===== src/design/dadd_pkg.sv =====
`timescale 1ns / 1ps
// shared types, widths and calendar functions for the date stepper
// no dependencies

package dadd_pkg;

  localparam int DAY_W   = 5;
  localparam int MONTH_W = 4;
  localparam int YEAR_W  = 14;
  localparam int COUNT_W = 16;

  localparam logic [YEAR_W-1:0]  MAX_YEAR   = YEAR_W'(9999);
  localparam logic [MONTH_W-1:0] MONTH_JAN  = MONTH_W'(1);
  localparam logic [MONTH_W-1:0] MONTH_FEB  = MONTH_W'(2);
  localparam logic [MONTH_W-1:0] MONTH_APR  = MONTH_W'(4);
  localparam logic [MONTH_W-1:0] MONTH_JUN  = MONTH_W'(6);
  localparam logic [MONTH_W-1:0] MONTH_SEP  = MONTH_W'(9);
  localparam logic [MONTH_W-1:0] MONTH_NOV  = MONTH_W'(11);
  localparam logic [MONTH_W-1:0] MONTH_DEC  = MONTH_W'(12);
  localparam logic [DAY_W-1:0]   DAY_FIRST  = DAY_W'(1);
  localparam logic [DAY_W-1:0]   DAY_LAST_DEC = DAY_W'(31);

  typedef struct packed {
    logic [DAY_W-1:0]   day;
    logic [MONTH_W-1:0] month;
    logic [YEAR_W-1:0]  year;
  } dadd_date_t;

  // leap year when divisible by four
  function automatic logic [DAY_W-1:0] month_length(input logic [MONTH_W-1:0] month,
                                                    input logic [YEAR_W-1:0] year);
    logic [DAY_W-1:0] len;
    if (month == MONTH_FEB) begin
      len = (year[1:0] == 2'b00) ? DAY_W'(29) : DAY_W'(28);
    end else if (month == MONTH_APR || month == MONTH_JUN ||
                 month == MONTH_SEP || month == MONTH_NOV) begin
      len = DAY_W'(30);
    end else begin
      len = DAY_W'(31);
    end
    return len;
  endfunction

  function automatic logic date_ok(input dadd_date_t d);
    logic ok;
    ok = (d.year <= MAX_YEAR) && (d.month >= MONTH_JAN) && (d.month <= MONTH_DEC) &&
         (d.day >= DAY_FIRST) && (d.day <= month_length(d.month, d.year));
    return ok;
  endfunction

endpackage


===== src/design/dadd_ifs.sv =====
`timescale 1ns / 1ps
// valid/ready channel interfaces for the request and result words
// depends on dadd_pkg

interface dadd_in_if;
  import dadd_pkg::*;
  logic               valid;
  logic               ready;
  logic               kind;
  logic [DAY_W-1:0]   start_day;
  logic [MONTH_W-1:0] start_month;
  logic [YEAR_W-1:0]  start_year;
  logic [COUNT_W-1:0] day_count;

  modport source (output valid, kind, start_day, start_month, start_year, day_count,
                  input ready);
  modport sink   (input valid, kind, start_day, start_month, start_year, day_count,
                  output ready);
endinterface

interface dadd_out_if;
  import dadd_pkg::*;
  logic               valid;
  logic               ready;
  logic [DAY_W-1:0]   result_day;
  logic [MONTH_W-1:0] result_month;
  logic [YEAR_W-1:0]  result_year;
  logic               result_valid;

  modport source (output valid, result_day, result_month, result_year, result_valid,
                  input ready);
  modport sink   (input valid, result_day, result_month, result_year, result_valid,
                  output ready);
endinterface


===== src/design/date_add_subtract_days_top.sv =====
`timescale 1ns / 1ps
// date stepper top level: sequencer, count register and result register
// depends on dadd_pkg, dadd_ifs and dadd_day_step
//
//  channel | dir | word
//  --------+-----+-------------------------------------------------------------
//  in_ch   | in  | kind, start_day, start_month, start_year, day_count
//  out_ch  | out | result_day, result_month, result_year, result_valid
//
// an accepted word is stepped one day per cycle through the single-day step unit,
// then the finished date is loaded into the result register once that register is free;
// the input is ready again at the edge that loads the result register
// an invalid start or a step past either end of the year range finishes early
// reset (rst_n low at a clock edge) returns to idle and drops any pending result
// a stalled result holds in the result register; the next word is taken while
// it waits, and the finished date waits in the sequencer until the register frees

module date_add_subtract_days_top (
  input  logic        clk,
  input  logic        rst_n,
  dadd_in_if.sink     in_ch,
  dadd_out_if.source  out_ch
);
  import dadd_pkg::*;

  typedef enum logic {
    ST_IDLE,
    ST_RUN
  } state_t;

  state_t             state_r;
  dadd_date_t         date_r;      // date being stepped
  logic               back_r;      // stepping direction
  logic [COUNT_W-1:0] cnt_r;       // days still to step
  logic               ok_r;        // date still valid
  logic               out_valid_r;
  dadd_date_t         out_date_r;
  logic               out_ok_r;

  dadd_date_t         step_date;
  logic               step_fail;
  dadd_date_t         start_date;
  logic               done;
  logic               out_free;
  logic               load_out;

  dadd_day_step u_step (
    .back (back_r),
    .cur  (date_r),
    .nxt  (step_date),
    .fail (step_fail)
  );

  assign start_date = '{day: in_ch.start_day, month: in_ch.start_month,
                        year: in_ch.start_year};

  // the loop ends when the count runs out or the date has gone invalid
  assign done     = (cnt_r == '0) || !ok_r;
  assign out_free = !out_valid_r || out_ch.ready;
  // finished date moves into the result register
  assign load_out = (state_r == ST_RUN) && done && out_free;

  assign in_ch.ready = (state_r == ST_IDLE);

  always_ff @(posedge clk) begin
    if (!rst_n) begin
      state_r     <= ST_IDLE;
      out_valid_r <= 1'b0;
    end else begin
      // result word leaves when taken, unless a new one replaces it
      if (load_out) begin
        out_valid_r <= 1'b1;
      end else if (out_valid_r && out_ch.ready) begin
        out_valid_r <= 1'b0;
      end
      unique case (state_r)
        ST_IDLE: begin
          if (in_ch.valid) begin
            date_r  <= start_date;
            back_r  <= in_ch.kind;
            cnt_r   <= in_ch.day_count;
            ok_r    <= date_ok(start_date);
            state_r <= ST_RUN;
          end
        end
        ST_RUN: begin
          if (done) begin
            if (out_free) begin
              out_ok_r    <= ok_r;
              out_date_r  <= ok_r ? date_r : '0;
              state_r     <= ST_IDLE;
            end
          end else begin
            // one day per cycle through the single-day step unit
            if (step_fail) begin
              ok_r <= 1'b0;
            end else begin
              date_r <= step_date;
            end
            cnt_r <= cnt_r - COUNT_W'(1);
          end
        end
        default: state_r <= ST_IDLE;
      endcase
    end
  end

  assign out_ch.valid        = out_valid_r;
  assign out_ch.result_day   = out_date_r.day;
  assign out_ch.result_month = out_date_r.month;
  assign out_ch.result_year  = out_date_r.year;
  assign out_ch.result_valid = out_ok_r;

endmodule


===== src/design/dadd_day_step.sv =====
`timescale 1ns / 1ps
// single-day step unit: moves a date one day forward or backward
// depends on dadd_pkg

module dadd_day_step (
  input  logic              back,
  input  dadd_pkg::dadd_date_t cur,
  output dadd_pkg::dadd_date_t nxt,
  output logic              fail
);
  import dadd_pkg::*;

  logic [MONTH_W-1:0] prev_month;

  assign prev_month = cur.month - MONTH_W'(1);

  always_comb begin
    nxt  = cur;
    fail = 1'b0;
    if (!back) begin
      if (cur.day < month_length(cur.month, cur.year)) begin
        nxt.day = cur.day + DAY_W'(1);
      end else if (cur.month < MONTH_DEC) begin
        nxt.day   = DAY_FIRST;
        nxt.month = cur.month + MONTH_W'(1);
      end else if (cur.year < MAX_YEAR) begin
        nxt.day   = DAY_FIRST;
        nxt.month = MONTH_JAN;
        nxt.year  = cur.year + YEAR_W'(1);
      end else begin
        fail = 1'b1;
      end
    end else begin
      if (cur.day > DAY_FIRST) begin
        nxt.day = cur.day - DAY_W'(1);
      end else if (cur.month > MONTH_JAN) begin
        nxt.month = prev_month;
        nxt.day   = month_length(prev_month, cur.year);
      end else if (cur.year != '0) begin
        nxt.year  = cur.year - YEAR_W'(1);
        nxt.month = MONTH_DEC;
        nxt.day   = DAY_LAST_DEC;
      end else begin
        fail = 1'b1;
      end
    end
  end

endmodule


===== src/flat_wrapper.sv =====
// flat-port wrapper written by rule: the top's interface ports become plain ports
module date_add_subtract_days_top_flat import dadd_pkg::*;
  (clk, rst_n, in_ch_valid, in_ch_kind, in_ch_start_day, in_ch_start_month, in_ch_start_year, in_ch_day_count, in_ch_ready, out_ch_valid, out_ch_result_day, out_ch_result_month, out_ch_result_year, out_ch_result_valid, out_ch_ready);
  dadd_in_if in_ch_i ();
  dadd_out_if out_ch_i ();
  input  logic clk;
  input  logic rst_n;
  input wire logic [$bits(in_ch_i.valid)-1:0] in_ch_valid;
  input wire logic [$bits(in_ch_i.kind)-1:0] in_ch_kind;
  input wire logic [$bits(in_ch_i.start_day)-1:0] in_ch_start_day;
  input wire logic [$bits(in_ch_i.start_month)-1:0] in_ch_start_month;
  input wire logic [$bits(in_ch_i.start_year)-1:0] in_ch_start_year;
  input wire logic [$bits(in_ch_i.day_count)-1:0] in_ch_day_count;
  output wire logic [$bits(in_ch_i.ready)-1:0] in_ch_ready;
  output wire logic [$bits(out_ch_i.valid)-1:0] out_ch_valid;
  output wire logic [$bits(out_ch_i.result_day)-1:0] out_ch_result_day;
  output wire logic [$bits(out_ch_i.result_month)-1:0] out_ch_result_month;
  output wire logic [$bits(out_ch_i.result_year)-1:0] out_ch_result_year;
  output wire logic [$bits(out_ch_i.result_valid)-1:0] out_ch_result_valid;
  input wire logic [$bits(out_ch_i.ready)-1:0] out_ch_ready;
  assign in_ch_i.valid = in_ch_valid;
  assign in_ch_i.kind = in_ch_kind;
  assign in_ch_i.start_day = in_ch_start_day;
  assign in_ch_i.start_month = in_ch_start_month;
  assign in_ch_i.start_year = in_ch_start_year;
  assign in_ch_i.day_count = in_ch_day_count;
  assign in_ch_ready = in_ch_i.ready;
  assign out_ch_valid = out_ch_i.valid;
  assign out_ch_result_day = out_ch_i.result_day;
  assign out_ch_result_month = out_ch_i.result_month;
  assign out_ch_result_year = out_ch_i.result_year;
  assign out_ch_result_valid = out_ch_i.result_valid;
  assign out_ch_i.ready = out_ch_ready;
  date_add_subtract_days_top u_core (.clk(clk), .rst_n(rst_n), .in_ch(in_ch_i), .out_ch(out_ch_i));
endmodule

===== config.mk =====
export PLATFORM = sky130hd
export DESIGN_NAME = date_add_subtract_days_top_flat
export DESIGN_NICKNAME = d
export VERILOG_FILES = /design/src/design/dadd_pkg.sv /design/src/design/dadd_ifs.sv /design/src/design/date_add_subtract_days_top.sv /design/src/design/dadd_day_step.sv /design/src/flat_wrapper.sv
export SDC_FILE = /design/constraint.sdc
export NUM_CORES = 1
export LEC_CHECK = 0
export ABC_AREA = 0
export BUFFER_PORTS_ARGS = -buffer_cell sky130_fd_sc_hd__buf_2
export CAP_MARGIN = 25
export CORE_AREA = 5 5 91 93
export CTS_CLUSTER_DIAMETER = 100
export DETAILED_ROUTE_END_ITERATION = 10
export DIE_AREA = 0 0 96 98
export HOLD_SLACK_MARGIN = 0.02
export PLACE_DENSITY = 0.94
export SLEW_MARGIN = 20
export SYNTH_ARGS = -nofsm -noshare
export SYNTH_HDL_FRONTEND = slang
export SYNTH_SLANG_ARGS = --single-unit

===== constraint.sdc =====
create_clock -name clk -period 10.4 [get_ports clk]
set_input_delay 0.52 -clock clk [delete_from_list [all_inputs] [get_ports clk]]
set_output_delay 0.52 -clock clk [all_outputs]
set_load 0.01 [all_outputs]

* Word-level counts from Yosys, hierarchy flattened
Cells that the tools add are included.
** Word-level totals
- Register bits :: 67
- Latch bits :: 0
- Memory bits (writable) :: 0
- ROM bits :: 0
- Output and inout bits :: 26
- Word-level logic and storage cells :: 138
- Memories kept :: 0
** Operators by class
- Add/subtract/negate cells :: 7
- Multipliers :: 0
- Divide/modulo/power cells :: 0
- Order comparisons :: 10
- Equality and inequality tests :: 29
- Shifts and indexed selects :: 0
- Multiplexer cells :: 47
- Bitwise logic cells :: 1
- Reductions and logical operators :: 32
** Operators with widths (number)
- 23-bit two-way mux :: 6
- 23-bit one-hot mux with 2 select lines :: 1
- 18-bit two-way mux :: 2
- 5-bit two-way mux :: 7
- 16-bit two-way mux :: 2
- 16-bit one-hot mux with 2 select lines :: 1
- 14-bit two-way mux :: 2
- 4-bit by 3-bit == test with 1-bit output (second input constant) :: 6
- 4-bit == test (second input constant) :: 6
- 1-bit two-way mux :: 20
- 9-bit two-way mux :: 2
- 3-bit inequality test (second input constant) :: 6
- 16-bit logical NOT :: 1
- 16-bit by 1-bit subtractor with 16-bit output (second input constant) :: 1
- 14-bit by 1-bit adder with 14-bit output (second input constant) :: 1
- 14-bit less-or-equal comparator (second input constant) :: 1
- 14-bit less-than comparator (second input constant) :: 1
- 14-bit nonzero test :: 1
- 14-bit by 1-bit subtractor with 14-bit output (second input constant) :: 1
- 4-bit by 2-bit == test with 1-bit output (second input constant) :: 3
- 1-bit logical OR :: 11
- 5-bit inequality test (second input constant) :: 2
- 10-bit AND reduction :: 1
- 2-bit inequality test (second input constant) :: 4
- other kinds (24) :: 37

* Logic depth before layout (Yosys ltp)
Gate-level depths: netlist of run 1.
- Depth after elaboration :: 13
- Depth in mapped cells :: 10
- Mapped depth without buffers :: 10

* Modules after synthesis
From an unflattened synthesis of run 1, not the netlist that was laid out.
** Unflattened totals
- Cells, all modules :: 454
- Area total of the unflattened synthesis :: 4534.3 um^2
** Modules (own cells, without submodules)
- date_add_subtract_days_top :: times used 1, cells each 240, area each 3095.5 um^2
- dadd_day_step :: times used 1, cells each 214, area each 1438.9 um^2

* Least setup slack after synthesis of run 1
No wires, ideal clock.
- Path type :: register -> register
- Start :: reg u_core.date_r[14] in the netlist's numbering
- End :: reg u_core.date_r[0] in the netlist's numbering (enable)
- Setup time :: 0.407 ns
- Arrival time :: 2.863 ns
- Slack :: 7.129 ns
- Cell stages (with the launch flop) :: 10
- Buffers on the path :: 0
- Cell sequence :: edfxtp_1 -> inv_1 -> ha_1 -> nor3b_1 -> ha_1 -> or2_2 -> a221oi_1 -> a21oi_1 -> a21oi_1 -> o31ai_1
** On the way
- Word-level cells in the longest chain between the ends :: 12
- Elaborated cells on any way between the ends :: 24
- Those cells by class :: order compare: 3; eq/ne: 9; mux: 8; reduce/logical: 4
** RTL lines
- start, declared :: RTL line date_add_subtract_days_top.sv:32 : dadd_date_t date_r;
- start signal, assigned :: RTL line date_add_subtract_days_top.sv:79 : date_r <= start_date;
- start signal, assigned :: RTL line date_add_subtract_days_top.sv:98 : date_r <= step_date;
- 4-bit by 3-bit == test with 1-bit output :: RTL line dadd_pkg.sv:35 : end else if (month == MONTH_APR || month == MONTH_JUN ||
- 1-bit logical OR (2 in a row) :: RTL line dadd_pkg.sv:35
- 1-bit logical OR :: RTL line dadd_pkg.sv:36 : month == MONTH_SEP || month == MONTH_NOV) begin
- 1-bit two-way mux :: RTL line dadd_pkg.sv:35
- 2-bit two-way mux :: RTL line dadd_pkg.sv:33 : if (month == MONTH_FEB) begin
- 5-bit two-way mux :: RTL line dadd_day_step.sv:20 : if (!back) begin
- 5-bit less-than comparator :: RTL line dadd_day_step.sv:21 : if (cur.day < month_length(cur.month, cur.year)) begin
- 1-bit two-way mux :: RTL line dadd_day_step.sv:21
- 1-bit two-way mux :: RTL line dadd_day_step.sv:20
- 2-bit inequality test (no source line)
- 10-bit AND reduction (no source line) (*)
Every way passes the cells marked *; elsewhere a longest branch is shown, timed or not. The select of a mux whose other input is x is not followed.
A chain may end at the register's enable or synchronous reset.

* Final worst setup path of run 1
- Start :: reg u_core.back_r
- End :: reg u_core.date_r[12] in the netlist's numbering (data pin)
** On the way
- Word-level cells in the longest chain between the ends :: 4
** RTL lines
- start, declared :: RTL line date_add_subtract_days_top.sv:33 : logic back_r;
- start signal, assigned :: RTL line date_add_subtract_days_top.sv:80 : back_r <= in_ch.kind;
- 23-bit two-way mux :: RTL line dadd_day_step.sv:20
- 23-bit two-way mux :: RTL line date_add_subtract_days_top.sv:95 : if (step_fail) begin
- 23-bit two-way mux :: RTL line date_add_subtract_days_top.sv:87 : if (done) begin
- 23-bit one-hot mux with 2 select lines :: RTL line date_add_subtract_days_top.sv:76 : unique case (state_r)
No other way between the ends. The select of a mux whose other input is x is not followed.

==> results.txt, run 1 <==
----------------------------------------------------
[Outcome]
  Run status ... complete, no violations

[Drt]
  Remaining antenna violation count after routing ... 0
  Initial drt markers ... 313
  Total length of routed wires ... ~9700 um
  Length of the first detailed-routing pass in iterations ... 5
  Routed wire length per instance ... 16.2 um
  DRC errors left ... 0
  Total vias in the final route ... 3495
  Avg Vias per Cell ... approximately 5.9

[Timing]
  Slew Viols, Final ... 0
  Clock tree skew after final layout ... 0.00868 ns
  Transition time at the pin with the least slew margin ... 0.838 ns
  Setup repair after global routing missed its margin ... false
  Total setup violations reported at the end of the flow ... 0
  Final Cycle Share ... 0.305
  Worst setup slack after layout ... 7.23 ns
  Crit path time final ... between 3 and 4 ns
  FMAX ... 0.316 GHz
  Tightest slew margin relative to the limit ... 0.441
  Setup tns final ... 0 ns
  Count of endpoints failing hold in the final timing report ... 0

[Setup path]
  Largest incremental delay on the critical path ... 0.90 ns
  CP top delay family ... flip-flops
  Maximum fanout along the worst path ... 23
  Crit end category ... register
  Crit path arrival time ... 3.26 ns
  Worst path bufs/invs ... 1
  Cells along the critical path ... inv_1 > fa_1 > nor2b_1 > o31a_1 > o21ai_1 > o21ai_0 > xor2_1 > mux2_2
  Critical Path Slowest Stage Cell ... sky130_fd_sc_hd__edfxtp_1
  Worst endpoint required time ... 10.49 ns
  Crit Path Class ... reg2reg
  Startpoint kind of the worst setup timing path ... register

[Clock tree]
  TritonCTS clock tree ... built
  Clock Tree Buf Depth ... 2
  Post_cts resized ... 0
  Post-CTS Setup Inserts ... 0
  Number of hold buffers added after cts ... 0
  Clock transition at path regs ... 0.07 ns
  Root buffer selected by CTS ... sky130_fd_sc_hd__clkbuf_8
  Number of CTS-inserted buffers ... 9
  H-Tree Depth ... 3
  Clock sink count ... 67
  Clock Latency Late Sink ... 0.34 ns

[Synth]
  Synthesized-area fraction occupied by ao, oa, aoi and oai cells ... 0.149
  Post-Synth Simple-Gate Area ... 0.180
  Number of synthesized flops with an enable pin ... 65
  Synth Area in XOR/XNOR ... 0.0626
  Count of cell types in the netlist ... 54
  #FFs+latches synth ... 67
  Gate Count Post-Synth ... 427
  Syn Area/Cell ... 10.2 um^2
  Main flop type after synthesis ... sky130_fd_sc_hd__edfxtp_1
  Mapped Nets ... 499
  Proportion of register bits with asynchronous set or reset after synthesis ... 0
  Main combinational cell family by area after synthesis ... simple AND/OR/NAND/NOR gates
  Area share of fa/ha/maj cells after synthesis ... 0.0824
  Number of synthesis warnings ... 0
  Register area share after synthesis ... 0.459
  Multiplexer share of the synthesized area ... 0.0334
  Summed instance area of the synthesized netlist ... 0.00434 mm^2

[Floorplanning]
  Total number of placement rows ... 32
  DIE HEIGHT ... 98 um
  IO Pins ... 70
  Die outline area ... 0.00941 mm^2
  Die outline width ... approximately 96 um
  Area of the core ... 0.00745 mm^2
  Initial standard-cell utilization of the core ... 0.583

[Pwr]
  Net switching power ... between 0.2 and 0.25 mW
  Net switching fraction of the power ... 0.287
  Max rail drop VDD ... 0.0000894 V
  Internal Pwr Total ... 0.528 mW
  Combinational fraction of design power ... 0.200
  Clock power frac ... 0.313
  Leak pwr ... 1.92 nW
  Reg power frac ... 0.487
  Cell area power density ... 149 mW/mm^2

[GRT]
  Via count of the first global-routing pass ... 3305
  Antenna violations before repair ... 0
  Global-route usage over all layers ... 0.208
  Congestion Overflow GR ... 0
  Largest net degree at the start of global routing ... 64
  Wire length of the first global-routing pass ... 15400 um

[Final layout]
  Share of cells above drive strength 1 ... 0.220
  Most common library cell in the layout ignoring fill and taps ... sky130_fd_sc_hd__buf_2
  Final nets ... 562
  Number of filler instances in the final layout ... about 590
  Count of antenna diodes in the layout ... 0
  Sequential standard cell area ... 0.00200 mm^2
  Commonest non-fill, non-tap cells in the layout ... 69 x sky130_fd_sc_hd__buf_2, 65 x sky130_fd_sc_hd__edfxtp_1, 45 x sky130_fd_sc_hd__nor2_1
  Final Non-Filler Cells ... 597
  Multi-input combinational cell area ... 0.00222 mm^2
  Area added between synthesis and finish ... 14.9%

[Min path]
  Path type of the worst min-delay path ... in2reg

[Place]
  Worst slack, placed ... 7.29 ns
  Final HPWL DP ... between 7000 and 8000 um
  Final RePlAce weighted congestion ... 0.898
  Port buffer count ... 69
  Number of cells in the design after placement ... 581

[Run]
  Max-cap check violation count ... 0

----------------------------------------------------
==> metal layers <==
metal / part of all wire / global-route usage / vias up / routed length, um
met5: 0 / 0 / - / 0
met3: 0.091 / 0.0439 / 22 / 883
met4: 0.018 / 0.0646 / 0 / 173
met1: 0.39 / 0.269 / 1605 / 3820
li1: - / - / 1690 / -
met2: 0.50 / 0.347 / 178 / 4820
==> power by group through the flow <==
stage / clock [mW] / combinational [mW] / sequential, mW
6_report: 0.232 / 0.148 / 0.361
3_5_place_dp: 0 / 0.146 / 0.366
3_3_place_gp: 0 / 0.138 / 0.364
4_1_cts: 0.234 / 0.148 / 0.360
2_1_floorplan: 0 / 0.118 / 0.347
5_1_grt: 0.246 / 0.164 / 0.364
==> worst paths after layout <==
path	start	to	slack (ns)	cells after the start
worst max-delay path	u_core.back_r	u_core.date_r[12]	7.23	8
worst max register to register	u_core.back_r	u_core.date_r[12]	7.23	8
worst min register to register	u_core.out_ch.valid	u_core.out_ch.valid	0.59	2
worst min-delay path	in_ch_kind	u_core.back_r	0.37	1
==> cell usage after synthesis (2+ instances only) <==
cell type	n	area (um^2)
sky130_fd_sc_hd__nand2b_1	4	25.0
sky130_fd_sc_hd__edfxtp_1	65	1950
sky130_fd_sc_hd__o31a_1	2	17.5
sky130_fd_sc_hd__or3_1	3	18.8
sky130_fd_sc_hd__mux2_2	12	135
sky130_fd_sc_hd__dfxtp_1	2	40.0
sky130_fd_sc_hd__or3_4	2	22.5
sky130_fd_sc_hd__clkbuf_1	16	60.1
sky130_fd_sc_hd__o21a_1	3	22.5
sky130_fd_sc_hd__nand4_1	7	43.8
sky130_fd_sc_hd__nor2b_1	3	18.8
sky130_fd_sc_hd__inv_1	20	75.1
sky130_fd_sc_hd__ha_1	27	338
sky130_fd_sc_hd__a21oi_1	33	165
sky130_fd_sc_hd__a21o_1	6	45.0
sky130_fd_sc_hd__or2_2	4	25.0
sky130_fd_sc_hd__nand3_1	12	60.1
sky130_fd_sc_hd__and2_1	23	144
sky130_fd_sc_hd__a211oi_1	4	30.0
sky130_fd_sc_hd__nand2_1	21	78.8
sky130_fd_sc_hd__nor2_1	46	173
sky130_fd_sc_hd__o21ai_1	2	10.0
sky130_fd_sc_hd__nor3_2	2	20.0
sky130_fd_sc_hd__o31ai_1	3	22.5
sky130_fd_sc_hd__a31oi_1	8	50.1
sky130_fd_sc_hd__nand3b_1	3	22.5
sky130_fd_sc_hd__o21ai_0	17	85.1
sky130_fd_sc_hd__o211ai_1	2	15.0
sky130_fd_sc_hd__xor2_1	9	78.8
sky130_fd_sc_hd__or4_1	2	15.0
sky130_fd_sc_hd__nor4_1	9	56.3
sky130_fd_sc_hd__nor3b_1	2	15.0
sky130_fd_sc_hd__a311oi_1	2	17.5
sky130_fd_sc_hd__o21bai_1	4	30.0
sky130_fd_sc_hd__nor3_1	7	35.0
sky130_fd_sc_hd__xnor2_1	22	193
==> metrics by stage <==
step | util | instance area (um^2) | hold slack, ns | total power [mW]
finish | 0.670 | 4990 | 0.368 | 0.741
global route | 0.670 | 4990 | 0.353 | 0.774
CTS | 0.669 | 4980 | 0.362 | 0.741
global placement | 0.638 | 4750 | 0.542 | 0.502
detailed placement | 0.641 | 4780 | 0.559 | 0.512
floorplan | - | 4340 | 0.547 | 0.465
==> sequential cells by signal (all words and copies together) (netlist names) <==
signal and flops:
u_core.date_r 23, u_core.out_ch.result_year 14, u_core.back_r 1, u_core.ok_r 1
u_core.out_ch.result_month 4, u_core.out_ch.result_day 5, u_core.out_ch.result_valid 1, u_core.out_ch.valid 1
u_core.cnt_r 16, u_core.state_r 1
==> kinds of logic (layout without fill, tap and decap cells) <==
group / after synthesis / after routing
AND/OR/NAND/NOR: 151 / 151
AO/OA/AOI/OAI: 99 / 99
adder cells (fa/ha/maj): 28 / 28
flip-flops: 67 / 67
buffers and inverters: 38 / 106
XOR/XNOR: 31 / 31
multiplexers: 13 / 13
==> cell type report <==
cell class / count / share of cell area
inverter: 20 / 0.0151
tap: 102 / 0.0256
timing repair buffer: 70 / 0.0723
clock inverter: 6 / 0.0161
sequential: 67 / 0.400
multi-input combinational: 322 / 0.445
clock buffer: 10 / 0.0256
No activity file was read; power rests on OpenSTA's default activity.
==> run 2, diff against run 1 <==
Settings changed: ABC_AREA 0 to 1, CORE_AREA 5 5 91 93 to 5 5 95 97, DIE_AREA 0 0 96 98 to 0 0 100 102, PLACE_DENSITY 0.94 to 0.91.
Clock period 10.4 ns to 3.3 ns, I/O delays scaled along.
==> results.txt, run 2 <==
----------------------------------------------------
[Clock tree]
  Clock Tree Buf Depth ... 2 (unchanged)
  Clock sink count ... 67 (unchanged)
  Post_cts resized ... 0 (unchanged)
  Root buffer selected by CTS ... sky130_fd_sc_hd__clkbuf_8
  Post-CTS Setup Inserts ... 0 (unchanged)
  TritonCTS clock tree ... built
  Clock Latency Late Sink ... 0.34 ns (about the same)
  H-Tree Depth ... 3 (unchanged)
  Number of CTS-inserted buffers ... 9 (unchanged)
  Number of hold buffers added after cts ... 1 (+1)
  Clock transition at path regs ... 0.08 ns (about the same)

[Setup path]
  Crit Path Class ... reg2reg
  Maximum fanout along the worst path ... 7 (-70%)
  Startpoint kind of the worst setup timing path ... register
  Crit end category ... register
  Crit path arrival time ... 2.66 ns (-0.60 ns)
  Worst endpoint required time ... 3.31 ns (-7.18 ns)

[Final layout]
  Post-route standard cell area excluding fillers ... 0.00524 mm^2 (+5.0%)
  Final core utilization ... 0.650 (-0.0195)
  Final nets ... 716 (+27%)
  Most common library cell in the layout ignoring fill and taps ... sky130_fd_sc_hd__nand2_1
  Commonest non-fill, non-tap cells in the layout ... 143 x sky130_fd_sc_hd__nand2_1, 71 x sky130_fd_sc_hd__inv_1, 69 x sky130_fd_sc_hd__buf_2
  Number of flip-flops in the largest register ... 23 (unchanged)
  Count of antenna diodes in the layout ... 0 (unchanged)
  Area added between synthesis and finish ... 14.2%
  Biggest register ... u_core.date_r
  Share of cells above drive strength 1 ... 0.188 (-0.0322)
  Number of filler instances in the final layout ... 676 (+14%)

[Place]
  Placed standard-cell area ... 0.00502 mm^2 (+5.2%)
  Final HPWL DP ... 8300 um (+15%)
  Final RePlAce weighted congestion ... 0.957 (+6.5%)
  Port buffer count ... 69 (unchanged)

[Drt]
  Avg Vias per Cell ... 5.47 (-6.6%)
  Initial drt markers ... 329 (+5.1%)
  Remaining antenna violation count after routing ... 0 (unchanged)
  Total vias in the final route ... 4124 (+18%)
  Length of the first detailed-routing pass in iterations ... 5 (unchanged)
  DRC errors left ... 0 (unchanged)
  Total length of routed wires ... 10900 um (+13%)
  Routed wire length per instance ... 14.5 um (-11%)

[Timing]
  Total setup violations reported at the end of the flow ... 0 (unchanged)
  Transition time at the pin with the least slew margin ... 0.902 ns (+0.0642 ns)
  Setup tns final ... 0 ns (unchanged)
  FMAX ... 0.377 GHz (+20%)
  Tightest slew margin relative to the limit ... 0.398 (-0.0428)
  Crit path time final ... 2.65 ns (-0.520 ns)
  Hold slack ... 0.0881 ns (-0.280 ns)
  Slew Viols, Final ... 0 (unchanged)
  Setup repair after global routing missed its margin ... false
  Clock tree skew after final layout ... 0.0101 ns (+0.00146 ns)
  Count of endpoints failing hold in the final timing report ... 0 (unchanged)
  Final Cycle Share ... 0.803 (+0.498)

[Floorplanning]
  Total number of placement rows ... 33 (+3.1%)
  Die outline area ... 0.0102 mm^2 (+8.4%)
  Die outline width ... 100 um (+4.2%)
  IO Pins ... 70 (unchanged)
  DIE HEIGHT ... 102 um (+4.1%)
  Initial standard-cell utilization of the core ... 0.570 (-0.0133)
  Area of the core ... 0.00805 mm^2 (+8.1%)

[GRT]
  Global-route usage over all layers ... 0.226 (+0.0172)
  Largest net degree at the start of global routing ... 39 (-39%)
  Congestion Overflow GR ... 0 (unchanged)
  Via count of the first global-routing pass ... 4005 (+21%)
  Antenna violations before repair ... 0 (unchanged)
  Wire length of the first global-routing pass ... 18400 um (+20%)

[Synth]
  Synth top area cells ... sky130_fd_sc_hd__edfxtp_1 43%, sky130_fd_sc_hd__nand2_1 12%, sky130_fd_sc_hd__ha_1 7.4%
  Gate Count Post-Synth ... 572 (+34%)
  Area share of the largest cell type after synthesis ... 0.426 (-0.0240)
  Top-count cell post-synth ... sky130_fd_sc_hd__nand2_1
  Count of cell types in the netlist ... 44 (-19%)
  Syn Area/Cell ... 8.02 um^2 (-21%)
  Main flop type after synthesis ... sky130_fd_sc_hd__edfxtp_1
  Number of synthesis warnings ... 0 (unchanged)
  Summed instance area of the synthesized netlist ... 0.00459 mm^2 (+5.7%)
  Most common library cells after synthesis ... 143 x sky130_fd_sc_hd__nand2_1, 71 x sky130_fd_sc_hd__inv_1, 65 x sky130_fd_sc_hd__edfxtp_1
  Register area share after synthesis ... 0.434 (-0.0245)
  Post-synth top area cell ... sky130_fd_sc_hd__edfxtp_1
  Proportion of register bits with asynchronous set or reset after synthesis ... 0 (unchanged)
  #FFs+latches synth ... 67 (unchanged)
  Number of synthesized flops with an enable pin ... 65 (unchanged)
  Mapped Nets ... 644 (+29%)

[Pwr]
  Max rail drop VDD ... 0.000233 V (+160%)
  Power consumption ... 2.19 mW (+200%)
  Cell area power density ... 419 mW/mm^2 (+180%)
  Leak pwr ... 2.47 nW (+28%)

[Min path]
  Path type of the worst min-delay path ... in2reg

[Run]
  Max-cap check violation count ... 0 (unchanged)

[Outcome]
  Run status ... complete, no violations

----------------------------------------------------
## run 2: cell count changes in the layout (fill, tap and decap cells not counted), sizes merged, moves of 6 or more
cell / delta
nand2: +126
inv: +64
o21ai: +28
and2: -23
nand3: +18
xnor2: -15
nor2: +14
mux2: -12
nor4: -7
a21o: -6
## run 2: metal layers
metal / part of all wire / up-vias / GRT usage
met1: 0.40 / 1862 / 0.278
met3: 0.084 / 25 / 0.0389
li1: - / 2035 / -
met4: 0.023 / 0 / 0.0902
met2: 0.50 / 202 / 0.396
met5: 0 / - / 0
## run 2: where the power goes
group | switching [mW] | total, mW | internal (mW) | leakage [nW]
registers | 0.0556 | 1.06 | 1.00 | 0.622
clock network | 0.347 | 0.699 | 0.352 | 0.0881
logic | 0.274 | 0.437 | 0.163 | 1.76
total | 0.677 | 2.19 | 1.52 | 2.47
## run 2: area by class of cell
type,instances,area (um^2),area share
Inverter,84,315,0.0602
Clock buffer,9,124,0.0237
Sequential cell,67,1990,0.380
Tap cell,105,131,0.0251
Timing Repair Buffer,75,393,0.0750
Clock inverter,7,77.6,0.0148
Multi-Input combinational cell,407,2200,0.421
## run 2: worst paths after layout
| kind | slack (ns) | endpoint | cells past startpoint | from |
|---|---|---|---|---|
| hold reg to reg | 0.55 | u_core.out_ch.valid | 2 | u_core.out_ch.valid |
| setup / recovery | 0.65 | u_core.date_r[16] | 13 | u_core.date_r[14] |
| hold / removal | 0.09 | u_core.cnt_r[14] | 3 | in_ch_day_count[14] |
| setup reg to reg | 0.65 | u_core.date_r[16] | 13 | u_core.date_r[14] |
## run 2: metrics by stage
stage                     setup slack [ns]  cells
after detailed placement             0.701    737
after global routing                 0.490    754
after CTS                            0.692    754
final                                0.651    754
after global placement               0.833    737
after floorplan                      0.591    572
## run 2: critical path, stage by stage, from the launching register on
cell,delay [ns]
sky130_fd_sc_hd__edfxtp_1,0.50
sky130_fd_sc_hd__inv_1,0.19
sky130_fd_sc_hd__ha_1,0.27
sky130_fd_sc_hd__inv_1,0.06
sky130_fd_sc_hd__nor2_1,0.04
sky130_fd_sc_hd__ha_1,0.26
sky130_fd_sc_hd__nand2_1,0.07
sky130_fd_sc_hd__nor3_4,0.14
sky130_fd_sc_hd__o21ai_2,0.08
sky130_fd_sc_hd__nand2_2,0.10
sky130_fd_sc_hd__nor2_2,0.05
sky130_fd_sc_hd__nand2_2,0.16
sky130_fd_sc_hd__nand2_1,0.07
sky130_fd_sc_hd__nor2_1,0.33
## run 2: logic make-up (layout without fill, tap and decap cells)
group	count (synthesis)	count (layout)	synth area share
and+or+nand+nor	267	267	0.251
buffers and inverters	98	175	0.0859
AOI/OAI and AO/OA	94	94	0.115
DFF	67	67	0.434
adders and majority gates	28	28	0.0780
xor gates and xnor gates	18	18	0.0360
